$ cat src/hw/rtl/pcrs_pkg.sv
// Package for the periodic chirp reminder sequencer.
// Holds widths, register reset values, codes and the structs shared by all modules.
// No dependencies.
`timescale 1ns / 1ps

package pcrs_pkg;

   // Counter widths
   localparam int TIME_BITS  = 24;
   localparam int COUNT_BITS = 8;

   // Fixed field widths of the register bank
   localparam int CSR_TIME_W   = 24;
   localparam int CSR_COUNT_W  = 8;
   localparam int CSR_CHIRP_W  = 16;
   localparam int CSR_DATA_W   = 24;
   localparam int CSR_INDEX_W  = 3;

   // Width used for unsigned compares between counters and register fields
   localparam int CMP_W = 33;

   // Register reset values
   localparam logic [CSR_TIME_W-1:0]  RST_INTERVAL   = CSR_TIME_W'(900000);
   localparam logic [CSR_COUNT_W-1:0] RST_OCC_SHORT  = CSR_COUNT_W'(1);
   localparam logic [CSR_COUNT_W-1:0] RST_OCC_LONG   = CSR_COUNT_W'(8);
   localparam logic [CSR_TIME_W-1:0]  RST_CHIRP_WIN  = CSR_TIME_W'(30000);
   localparam logic [CSR_CHIRP_W-1:0] RST_CHIRP_PER  = CSR_CHIRP_W'(1000);
   localparam logic [CSR_CHIRP_W-1:0] RST_CHIRP_ON   = CSR_CHIRP_W'(200);
   localparam logic [CSR_TIME_W-1:0]  RST_DISMISS_WIN = CSR_TIME_W'(300000);

   // Register indexes
   typedef enum logic [CSR_INDEX_W-1:0] {
      CSR_INTERVAL    = 3'd0,
      CSR_OCC_SHORT   = 3'd1,
      CSR_OCC_LONG    = 3'd2,
      CSR_CHIRP_WIN   = 3'd3,
      CSR_CHIRP_PER   = 3'd4,
      CSR_CHIRP_ON    = 3'd5,
      CSR_DISMISS_WIN = 3'd6,
      CSR_ACTIVE_LOW  = 3'd7
   } csr_index_type;

   // Input word kinds
   typedef enum logic [1:0] {
      KIND_START   = 2'd0,
      KIND_CANCEL  = 2'd1,
      KIND_DISMISS = 2'd2,
      KIND_TICK    = 2'd3
   } kind_type;

   // Start modes
   localparam logic [1:0] MODE_SHORT = 2'd1;
   localparam logic [1:0] MODE_LONG  = 2'd2;

   // Sequencer phase
   typedef enum logic [1:0] {
      PH_IDLE  = 2'd0,
      PH_WAIT  = 2'd1,
      PH_CHIRP = 2'd2
   } phase_type;

   // Register bank contents
   typedef struct packed {
      logic [CSR_TIME_W-1:0]  interval_ms;
      logic [CSR_COUNT_W-1:0] occurrences_short;
      logic [CSR_COUNT_W-1:0] occurrences_long;
      logic [CSR_TIME_W-1:0]  chirp_window_ms;
      logic [CSR_CHIRP_W-1:0] chirp_period_ms;
      logic [CSR_CHIRP_W-1:0] chirp_on_ms;
      logic [CSR_TIME_W-1:0]  dismiss_window_ms;
      logic                   pin_invert;
   } cfg_type;

   // One result word
   typedef struct packed {
      logic      buzzer_pin;
      logic      sequence_active;
      logic      window_open;
      logic      dismiss_accepted;
      phase_type phase;
   } rsp_type;

endpackage

$ cat src/hw/rtl/pcrs_csr.sv
// Configuration register bank of the chirp reminder sequencer.
// Depends on pcrs_pkg for field widths, reset values and register indexes.
`timescale 1ns / 1ps

module pcrs_csr (
   input  logic                             clock,
   input  logic                             reset,
   input  logic                             csr_we,
   input  logic [pcrs_pkg::CSR_INDEX_W-1:0] csr_index,
   input  logic [pcrs_pkg::CSR_DATA_W-1:0]  csr_wdata,
   output pcrs_pkg::cfg_type                cfg
);

   pcrs_pkg::cfg_type cfg_ff;
   pcrs_pkg::cfg_type cfg_in;

   // Field update on a write, truncated to the field width
   always_comb begin
      cfg_in = cfg_ff;
      if (csr_we) begin
         case (pcrs_pkg::csr_index_type'(csr_index))
            pcrs_pkg::CSR_INTERVAL:
               cfg_in.interval_ms = csr_wdata[pcrs_pkg::CSR_TIME_W-1:0];
            pcrs_pkg::CSR_OCC_SHORT:
               cfg_in.occurrences_short = csr_wdata[pcrs_pkg::CSR_COUNT_W-1:0];
            pcrs_pkg::CSR_OCC_LONG:
               cfg_in.occurrences_long = csr_wdata[pcrs_pkg::CSR_COUNT_W-1:0];
            pcrs_pkg::CSR_CHIRP_WIN:
               cfg_in.chirp_window_ms = csr_wdata[pcrs_pkg::CSR_TIME_W-1:0];
            pcrs_pkg::CSR_CHIRP_PER:
               cfg_in.chirp_period_ms = csr_wdata[pcrs_pkg::CSR_CHIRP_W-1:0];
            pcrs_pkg::CSR_CHIRP_ON:
               cfg_in.chirp_on_ms = csr_wdata[pcrs_pkg::CSR_CHIRP_W-1:0];
            pcrs_pkg::CSR_DISMISS_WIN:
               cfg_in.dismiss_window_ms = csr_wdata[pcrs_pkg::CSR_TIME_W-1:0];
            pcrs_pkg::CSR_ACTIVE_LOW:
               cfg_in.pin_invert = csr_wdata[0];
            default: ;
         endcase
      end
   end

   // Register bank
   always_ff @(posedge clock) begin
      if (reset) begin
         cfg_ff.interval_ms       <= pcrs_pkg::RST_INTERVAL;
         cfg_ff.occurrences_short <= pcrs_pkg::RST_OCC_SHORT;
         cfg_ff.occurrences_long  <= pcrs_pkg::RST_OCC_LONG;
         cfg_ff.chirp_window_ms   <= pcrs_pkg::RST_CHIRP_WIN;
         cfg_ff.chirp_period_ms   <= pcrs_pkg::RST_CHIRP_PER;
         cfg_ff.chirp_on_ms       <= pcrs_pkg::RST_CHIRP_ON;
         cfg_ff.dismiss_window_ms <= pcrs_pkg::RST_DISMISS_WIN;
         cfg_ff.pin_invert        <= 1'b0;
      end else begin
         cfg_ff <= cfg_in;
      end
   end

   assign cfg = cfg_ff;

endmodule

$ cat src/hw/rtl/pcrs_core.sv
// Sequencer state and per-word update logic of the chirp reminder sequencer.
// Depends on pcrs_pkg for the phase enum, word kinds, cfg_type and rsp_type.
`timescale 1ns / 1ps

module pcrs_core (
   input  logic                 clock,
   input  logic                 reset,
   input  logic                 req_accept,
   input  logic [1:0]           req_kind,
   input  logic [1:0]           req_mode,
   input  pcrs_pkg::cfg_type    cfg,
   output pcrs_pkg::rsp_type    rsp
);

   localparam int TB = pcrs_pkg::TIME_BITS;
   localparam int CB = pcrs_pkg::COUNT_BITS;
   localparam int CW = pcrs_pkg::CMP_W;
   localparam int HW = pcrs_pkg::CSR_CHIRP_W;

   pcrs_pkg::phase_type phase_ff, phase_in;
   logic [TB-1:0] due_ff, due_in;
   logic [TB-1:0] elapsed_ff, elapsed_in;
   logic [HW-1:0] toggle_ff, toggle_in;
   logic [CB-1:0] idx_ff, idx_in;
   logic [CB-1:0] total_ff, total_in;
   logic          pre_ff, pre_in;
   logic          tone_ff, tone_in;
   logic          accepted;

   // Next state for one accepted word
   always_comb begin : next_state
      logic [CB-1:0] adv_idx;
      logic          adv_end;
      logic [TB-1:0] due_dec;
      logic [TB-1:0] elapsed_inc;
      logic [HW-1:0] toggle_inc;
      logic [HW-1:0] off_ms;

      phase_in   = phase_ff;
      due_in     = due_ff;
      elapsed_in = elapsed_ff;
      toggle_in  = toggle_ff;
      idx_in     = idx_ff;
      total_in   = total_ff;
      pre_in     = pre_ff;
      tone_in    = tone_ff;
      accepted   = 1'b0;

      adv_idx     = idx_ff + CB'(1);
      adv_end     = (adv_idx == '0) || (adv_idx >= total_ff);
      due_dec     = (due_ff != '0) ? due_ff - TB'(1) : due_ff;
      elapsed_inc = (elapsed_ff != '1) ? elapsed_ff + TB'(1) : elapsed_ff;
      toggle_inc  = (toggle_ff != '1) ? toggle_ff + HW'(1) : toggle_ff;
      off_ms      = cfg.chirp_period_ms - cfg.chirp_on_ms;

      if (req_accept) begin
         case (pcrs_pkg::kind_type'(req_kind))
            pcrs_pkg::KIND_START: begin
               if (req_mode == pcrs_pkg::MODE_SHORT || req_mode == pcrs_pkg::MODE_LONG) begin
                  total_in = (req_mode == pcrs_pkg::MODE_LONG) ?
                             CB'(cfg.occurrences_long) : CB'(cfg.occurrences_short);
                  phase_in = pcrs_pkg::PH_WAIT;
                  due_in   = TB'(cfg.interval_ms);
                  idx_in   = '0;
                  pre_in   = 1'b0;
                  tone_in  = 1'b0;
               end
            end
            pcrs_pkg::KIND_CANCEL: begin
               tone_in  = 1'b0;
               phase_in = pcrs_pkg::PH_IDLE;
            end
            pcrs_pkg::KIND_DISMISS: begin
               if (phase_ff == pcrs_pkg::PH_CHIRP) begin
                  // dismiss ends the current chirp at once
                  accepted = 1'b1;
                  tone_in  = 1'b0;
                  idx_in   = adv_idx;
                  if (adv_end) begin
                     phase_in = pcrs_pkg::PH_IDLE;
                  end else begin
                     phase_in = pcrs_pkg::PH_WAIT;
                     pre_in   = 1'b0;
                  end
               end else if (phase_ff == pcrs_pkg::PH_WAIT &&
                            CW'(due_ff) <= CW'(cfg.dismiss_window_ms)) begin
                  // pre-dismissal; on the last occurrence it ends the sequence
                  accepted = 1'b1;
                  if ((CB+1)'(idx_ff) + (CB+1)'(1) >= (CB+1)'(total_ff)) begin
                     phase_in = pcrs_pkg::PH_IDLE;
                  end else begin
                     pre_in = 1'b1;
                  end
               end
            end
            pcrs_pkg::KIND_TICK: begin
               if (phase_ff == pcrs_pkg::PH_WAIT) begin
                  due_in = due_dec;
                  if (due_dec == '0) begin
                     due_in = TB'(cfg.interval_ms);
                     if (pre_ff) begin
                        // skipped occurrence
                        idx_in = adv_idx;
                        if (adv_end) begin
                           phase_in = pcrs_pkg::PH_IDLE;
                        end else begin
                           phase_in = pcrs_pkg::PH_WAIT;
                           pre_in   = 1'b0;
                        end
                     end else begin
                        phase_in   = pcrs_pkg::PH_CHIRP;
                        elapsed_in = '0;
                        toggle_in  = '0;
                        tone_in    = 1'b0;
                     end
                  end
               end else if (phase_ff == pcrs_pkg::PH_CHIRP) begin
                  due_in     = due_dec;
                  elapsed_in = elapsed_inc;
                  toggle_in  = toggle_inc;
                  if (CW'(elapsed_inc) >= CW'(cfg.chirp_window_ms)) begin
                     // chirp window over
                     tone_in = 1'b0;
                     idx_in  = adv_idx;
                     if (adv_end) begin
                        phase_in = pcrs_pkg::PH_IDLE;
                     end else begin
                        phase_in = pcrs_pkg::PH_WAIT;
                        pre_in   = 1'b0;
                     end
                  end else if (!tone_ff) begin
                     if (cfg.chirp_on_ms <= cfg.chirp_period_ms && toggle_inc >= off_ms) begin
                        tone_in   = 1'b1;
                        toggle_in = '0;
                     end
                  end else if (toggle_inc >= cfg.chirp_on_ms) begin
                     tone_in   = 1'b0;
                     toggle_in = '0;
                  end
               end
            end
            default: ;
         endcase
      end
   end

   // Result word from the state after the word
   always_comb begin : result
      rsp.buzzer_pin       = tone_in ^ cfg.pin_invert;
      rsp.sequence_active  = (phase_in != pcrs_pkg::PH_IDLE);
      rsp.window_open      = (phase_in == pcrs_pkg::PH_CHIRP) ||
                             (phase_in == pcrs_pkg::PH_WAIT && !pre_in &&
                              CW'(due_in) <= CW'(cfg.dismiss_window_ms));
      rsp.dismiss_accepted = accepted;
      rsp.phase            = phase_in;
   end

   // State registers
   always_ff @(posedge clock) begin
      if (reset) begin
         phase_ff   <= pcrs_pkg::PH_IDLE;
         due_ff     <= '0;
         elapsed_ff <= '0;
         toggle_ff  <= '0;
         idx_ff     <= '0;
         total_ff   <= '0;
         pre_ff     <= 1'b0;
         tone_ff    <= 1'b0;
      end else begin
         phase_ff   <= phase_in;
         due_ff     <= due_in;
         elapsed_ff <= elapsed_in;
         toggle_ff  <= toggle_in;
         idx_ff     <= idx_in;
         total_ff   <= total_in;
         pre_ff     <= pre_in;
         tone_ff    <= tone_in;
      end
   end

`ifndef SYNTHESIS
   // tone only sounds while chirping
   a_tone_only_chirp: assert property (@(posedge clock) disable iff (reset)
      tone_ff |-> phase_ff == pcrs_pkg::PH_CHIRP)
      else $error("tone on outside chirp phase");

   // a pre-dismissed occurrence never starts chirping
   a_no_pre_in_chirp: assert property (@(posedge clock) disable iff (reset)
      phase_ff == pcrs_pkg::PH_CHIRP |-> !pre_ff)
      else $error("pre-dismiss flag set while chirping");

   // a fresh chirp starts with cleared counters
   a_chirp_entry: assert property (@(posedge clock) disable iff (reset)
      (phase_ff == pcrs_pkg::PH_WAIT && phase_in == pcrs_pkg::PH_CHIRP) |=>
      (elapsed_ff == '0 && toggle_ff == '0 && !tone_ff))
      else $error("chirp entered with stale counters");
`endif

endmodule

$ cat src/hw/rtl/periodic_chirp_reminder_sequencer.sv
// Top level of the periodic chirp reminder sequencer: handshake and result register.
// Depends on pcrs_pkg, pcrs_csr and pcrs_core.
//
//   channel | direction | handshake            | words
//   req_    | in        | req_valid/req_ready  | kind, mode
//   rsp_    | out       | rsp_valid/rsp_ready  | buzzer_pin, sequence_active, window_open,
//           |           |                      | dismiss_accepted, phase
//   csr_    | in        | csr_we               | csr_index, csr_wdata
//
// One word per cycle unless rsp_ stalls: the state update is one pass through
// pcrs_core, and the result lands in the output register on the edge that accepts
// the word. rsp_valid is registered and rises in the cycle after acceptance.
// req_ready is high while the output register is empty or being emptied, so a
// stalled rsp_ channel stalls req_ after one held result.
// Synchronous reset restores register defaults and the idle phase.
`timescale 1ns / 1ps

module periodic_chirp_reminder_sequencer (
   input  logic                             clock,
   input  logic                             reset,
   input  logic                             req_valid,
   output logic                             req_ready,
   input  logic [1:0]                       req_kind,
   input  logic [1:0]                       req_mode,
   output logic                             rsp_valid,
   input  logic                             rsp_ready,
   output logic                             rsp_buzzer_pin,
   output logic                             rsp_sequence_active,
   output logic                             rsp_window_open,
   output logic                             rsp_dismiss_accepted,
   output logic [1:0]                       rsp_phase,
   input  logic                             csr_we,
   input  logic [pcrs_pkg::CSR_INDEX_W-1:0] csr_index,
   input  logic [pcrs_pkg::CSR_DATA_W-1:0]  csr_wdata
);

   pcrs_pkg::cfg_type cfg;
   pcrs_pkg::rsp_type rsp_next;
   pcrs_pkg::rsp_type rsp_ff;
   logic              rsp_valid_ff, rsp_valid_in;
   logic              req_accept;

   // Handshake
   assign req_ready    = !rsp_valid_ff || rsp_ready;
   assign req_accept   = req_valid && req_ready;
   assign rsp_valid_in = req_accept || (rsp_valid_ff && !rsp_ready);

   pcrs_csr u_csr (
      .clock     (clock),
      .reset     (reset),
      .csr_we    (csr_we),
      .csr_index (csr_index),
      .csr_wdata (csr_wdata),
      .cfg       (cfg)
   );

   pcrs_core u_core (
      .clock      (clock),
      .reset      (reset),
      .req_accept (req_accept),
      .req_kind   (req_kind),
      .req_mode   (req_mode),
      .cfg        (cfg),
      .rsp        (rsp_next)
   );

   // Output valid
   always_ff @(posedge clock) begin
      if (reset) begin
         rsp_valid_ff <= 1'b0;
      end else begin
         rsp_valid_ff <= rsp_valid_in;
      end
   end

   // Output word register
   always_ff @(posedge clock) begin
      if (req_accept) begin
         rsp_ff <= rsp_next;
      end
   end

   assign rsp_valid            = rsp_valid_ff;
   assign rsp_buzzer_pin       = rsp_ff.buzzer_pin;
   assign rsp_sequence_active  = rsp_ff.sequence_active;
   assign rsp_window_open      = rsp_ff.window_open;
   assign rsp_dismiss_accepted = rsp_ff.dismiss_accepted;
   assign rsp_phase            = rsp_ff.phase;

`ifndef SYNTHESIS
   // every accepted word yields a held result on the next cycle
   a_accept_gives_rsp: assert property (@(posedge clock) disable iff (reset)
      req_accept |=> rsp_valid_ff)
      else $error("accepted word produced no result");

   // a dismiss is only reported on a dismiss word
   a_dismiss_kind: assert property (@(posedge clock) disable iff (reset)
      (req_accept && rsp_next.dismiss_accepted) |->
      req_kind == pcrs_pkg::KIND_DISMISS)
      else $error("dismiss reported on another word kind");

   // activity flag agrees with the phase
   a_active_phase: assert property (@(posedge clock) disable iff (reset)
      rsp_valid_ff |-> (rsp_ff.sequence_active == (rsp_ff.phase != pcrs_pkg::PH_IDLE)))
      else $error("sequence_active disagrees with phase");
`endif

endmodule

$ cat config.mk
export PLATFORM = sky130hd
export DESIGN_NAME = periodic_chirp_reminder_sequencer
export DESIGN_NICKNAME = d
export VERILOG_FILES = /design/src/hw/rtl/pcrs_pkg.sv /design/src/hw/rtl/pcrs_csr.sv /design/src/hw/rtl/pcrs_core.sv /design/src/hw/rtl/periodic_chirp_reminder_sequencer.sv
export SDC_FILE = /design/constraint.sdc
export NUM_CORES = 1
export LEC_CHECK = 0
export BUFFER_PORTS_ARGS = -buffer_cell sky130_fd_sc_hd__buf_4
export CAP_MARGIN = 10
export CORE_ASPECT_RATIO = 1.1
export CORE_MARGIN = 1.5
export CORE_UTILIZATION = 64
export CTS_BUF_LIST = sky130_fd_sc_hd__clkbuf_16
export CTS_CLUSTER_SIZE = 25
export DETAILED_ROUTE_END_ITERATION = 8
export GPL_ROUTABILITY_DRIVEN = 0
export HOLD_SLACK_MARGIN = 0.06
export PLACE_DENSITY = 0.82
export SETUP_SLACK_MARGIN = 0.5
export SLEW_MARGIN = 10
export SYNTH_ARGS = -nofsm -noshare
export SYNTH_HDL_FRONTEND = slang
export SYNTH_SLANG_ARGS = --single-unit
$ cat constraint.sdc
create_clock -name clock -period 6.8 [get_ports clock]
set_clock_uncertainty 0.05 [all_clocks]
set_input_delay 1.7 -clock clock [delete_from_list [all_inputs] [get_ports clock]]
set_output_delay 1.7 -clock clock [all_outputs]
set_load 0.01 [all_outputs]
==> results.rst <==
.. list-table::
   :header-rows: 1

   * - Metric
     - Value
   * - Worst Hold Launch
     - u_csr.cfg[64]
   * - Final worst path period share
     - 88.12%
   * - Cell taking the most area after synthesis
     - sky130_fd_sc_hd__dfxtp_1
   * - Min cycle time layout
     - 5.992 ns
   * - Reg2Reg Depth
     - 20
   * - Hold Path Stages
     - 2
   * - Post-layout worst setup margin
     - 0.8077 ns
   * - Number of buffers inserted for hold repair after clock tree synthesis
     - 0
   * - Via count normalized by instance count
     - 6.555
   * - Setup slack of the worst register-to-register path
     - 0.81 ns
   * - Die outline height
     - 158.0 um
   * - Final count of pins violating max slew
     - 0
   * - Initial detailed-routing violation count
     - 1908
   * - Number of nets with antenna violations after routing
     - 0
   * - Accumulated negative setup slack
     - 0 ns
   * - CTS H-tree depth
     - 1
   * - Half-perimeter wire length of the detailed placement result
     - 29.52 mm
   * - Antenna violations before repair
     - 0
   * - Post-Syn Area
     - 0.01397 sq mm
   * - Dominant cell by count in the synthesized netlist
     - sky130_fd_sc_hd__nand2_1
   * - GRT Resource Usage Total
     - 36.25%
   * - Std cell rows
     - 56
   * - Setup CP Type
     - flop to flop
   * - P&R area growth vs syn
     - 7.950%
   * - CTS resizes
     - 0
   * - Total number of vias
     - 13760
   * - # IOs
     - 44
   * - Most used standard cells in the synthesized netlist
     - 316 x sky130_fd_sc_hd__nand2_1, 206 x sky130_fd_sc_hd__dfxtp_1, 170 x sky130_fd_sc_hd__a21oi_1
   * - End point of the worst hold path
     - u_csr.cfg[64]
   * - Number of DRC violations after detailed routing
     - 0
   * - Antenna cell count
     - 0
   * - Sequential cell area fraction in the yosys report
     - 30.80%
   * - Gr ovfl total
     - 0
   * - Startpoint types
     - flop
   * - Placeable core area
     - 0.02137 sq mm
   * - Mapped Avg Cell Area
     - 7.712 sq um
   * - Post-DR wirelength/cell
     - 19.70 um
   * - Iteration count of the initial detailed-routing pass
     - 8
   * - Number of synthesis warnings
     - 0
   * - Minimum setup slack after placement
     - 0.9569 ns
   * - Vias in the first global route
     - 12940
   * - Total Die Area
     - 0.02273 sq mm
   * - CTS root buf
     - sky130_fd_sc_hd__clkbuf_16
   * - Final setup viols
     - 0
   * - Worst flop-to-flop path startpoint
     - u_core.due_ff[0]
   * - Largest driver fanout on the critical path
     - 11
   * - Endpoint of the worst register-to-register path
     - rsp_window_open
   * - Post CTS Setup Buffer Count
     - 0
   * - Headroom to the max-slew limit
     - 19.62%
   * - Pin count of the biggest net entering global routing
     - 89
   * - Initial cell density of the core
     - 65.39%
   * - Data arrival time of the critical path
     - 6.18 ns
   * - Maximum clock rate
     - 0.1669 GHz
   * - Buffers added on ports
     - 43
   * - Num CTS Buffers
     - 23
   * - Die X
     - 143.9 um
   * - First-pass GRT wire length
     - 65.47 mm
   * - Cells taking the most area after synthesis
     - sky130_fd_sc_hd__dfxtp_1 30%, sky130_fd_sc_hd__ha_1 12%, sky130_fd_sc_hd__nand2_1 8.5%, sky130_fd_sc_hd__a21oi_1 6.1%, sky130_fd_sc_hd__nor2_1 3.0%
   * - Number of nets at the end of the flow
     - 1970
   * - Required time of the critical path
     - 6.99 ns
   * - Critical path capture point type
     - flop
   * - Worst slew pin tran
     - 1.206 ns
   * - TritonCTS clock tree
     - built
   * - Peak supply drop
     - 167.1 uV
   * - Number of max-capacitance violations reported
     - 0
   * - Flip-flop cell with the highest count after synthesis
     - sky130_fd_sc_hd__dfxtp_1
   * - Share of layout cells above drive strength 1
     - 6.247%
   * - Synthesis-stage register bit count
     - 212
   * - Status
     - complete, no violations
   * - Share of synthesized flip-flops with an asynchronous set or reset
     - 0%
   * - Ratio of total power to cell area
     - 213.1 mW/mm^2
   * - Top-area cell type share of the netlist area
     - 29.51%
   * - Number of buffers between clock root and the deepest sink
     - 3
   * - Total chip power
     - 3.215 mW
   * - Detailed Route WL
     - 41.35 mm
   * - Number of hold violations in the final report
     - 0
   * - Number of library cell types mapped by synthesis
     - 74
   * - Clock-pin slew reported for the worst setup and hold paths after clock tree synthesis
     - 0.06 ns
   * - Number of enable flip-flop cells after synthesis
     - 6
   * - Pleak
     - 6.141 nW
   * - Syn nets
     - 1988
   * - Synth Instances
     - 1812
   * - Unrepaired setup endpoints after global routing
     - false
   * - Clock sink count
     - 212
   * - HP Class
     - flop to flop
   * - Worst setup path startpoint
     - u_core.due_ff[0]
   * - Clk_lat worst skew
     - 0.53 ns
stage by stage:
step           hold slack (ns)  std cells  util, %  area, sq um
3_3_place_gp            0.3917       2059    67.24        14370
2_1_floorplan           0.3857       1812        -        13970
3_5_place_dp            0.3959       2059    67.24        14370
4_1_cts                 0.4052       2099    70.57        15080
6_report                0.4032       2099    70.59        15090
5_1_grt                 0.4257       2099    70.59        15090
flip-flops by register name, indices dropped and copies added (netlist names), 2 cells and up:
register,count
u_csr.cfg,121
u_core.elapsed_ff,24
u_core.idx_ff,8
rsp_phase,2
u_core.phase_ff,2
u_core.due_ff,24
u_core.toggle_ff,16
u_core.total_ff,8
power breakdown:
group / total, mW / internal, mW / leakage, nW / switching, mW
clock network: 1.22 / 0.691 / 0.363 / 0.534
registers: 1.31 / 1.28 / 1.73 / 0.0358
logic: 0.675 / 0.229 / 4.05 / 0.446
total: 3.21 / 2.20 / 6.14 / 1.02
final cells by class:
class | count | area, sq um
clock buffer | 23 | 575.6
clock inverter | 17 | 136.4
fill | 1794 | 6285
inverter | 95 | 356.6
multi-input combinational | 1407 | 8937
sequential | 212 | 4304
tap | 290 | 362.8
timing repair buffer | 55 | 412.9
metal layers:
layer | GRT usage, % | vias to the layer above | wire length [um]
li1 | - | 6456 | -
met1 | 46.43 | 6359 | 16790
met2 | 58.05 | 745 | 18270
met3 | 5.324 | 199 | 3683
met4 | 20.99 | 0 | 2609
met5 | 0 | - | 0
critical path: stages (launching register included):
cell and delay [ns]:
sky130_fd_sc_hd__dfxtp_1 0.41, sky130_fd_sc_hd__inv_1 0.15, sky130_fd_sc_hd__ha_1 0.16, sky130_fd_sc_hd__or4b_1 0.54
sky130_fd_sc_hd__or4_4 0.56, sky130_fd_sc_hd__nor2_2 0.37, sky130_fd_sc_hd__o21ai_1 0.22, sky130_fd_sc_hd__or4_4 0.64
sky130_fd_sc_hd__or3_1 0.40, sky130_fd_sc_hd__a21oi_1 0.30, sky130_fd_sc_hd__a221o_1 0.24, sky130_fd_sc_hd__ha_1 0.16
sky130_fd_sc_hd__nand4_1 0.16, sky130_fd_sc_hd__nor4_1 0.53, sky130_fd_sc_hd__o21ai_0 0.17, sky130_fd_sc_hd__nand2_1 0.11
sky130_fd_sc_hd__nor3_1 0.05, sky130_fd_sc_hd__o221ai_1 0.07, sky130_fd_sc_hd__o21ai_0 0.18, sky130_fd_sc_hd__nand4_1 0.13
sky130_fd_sc_hd__mux2i_1 0.10
cells by family after synthesis:
kind of cell	Yosys count	synth area share [%]
AO/OA/AOI/OAI	476	21.81
XOR/XNOR	68	4.262
adder cells (fa/ha/maj)	140	12.59
buffers and inverters	193	5.336
flip-flops	212	30.80
multiplexers	25	1.871
AND/OR/NAND/NOR	698	23.33
cells in the final DEF, fill, tap and decap left out, types with 19 or more instances in the layout:
cell type,n
sky130_fd_sc_hd__nand2_1,316
sky130_fd_sc_hd__dfxtp_1,206
sky130_fd_sc_hd__a21oi_1,169
sky130_fd_sc_hd__ha_1,139
sky130_fd_sc_hd__nor2_1,111
sky130_fd_sc_hd__inv_1,97
sky130_fd_sc_hd__o21ai_0,71
sky130_fd_sc_hd__nand3_1,69
sky130_fd_sc_hd__buf_4,55
sky130_fd_sc_hd__xnor2_1,44
sky130_fd_sc_hd__nor3_1,36
sky130_fd_sc_hd__o211ai_1,33
sky130_fd_sc_hd__nand4_1,31
sky130_fd_sc_hd__a22oi_1,26
sky130_fd_sc_hd__xor2_1,24
sky130_fd_sc_hd__clkbuf_16,23
sky130_fd_sc_hd__a21o_1,22
sky130_fd_sc_hd__a211oi_1,20
sky130_fd_sc_hd__and2_1,19
how the worst max path moves through the flow:
stage	endpoint	slack (ns)	cells past startpoint
after CTS	rsp_window_open	0.91	21
final	rsp_window_open	0.81	20
after global routing	rsp_window_open	0.56	18
after floorplan	rsp_window_open	1.78	19
after detailed placement	rsp_window_open	0.96	21
after global placement	rsp_window_open	1.03	21
No activity file was read; power rests on OpenSTA's default activity.
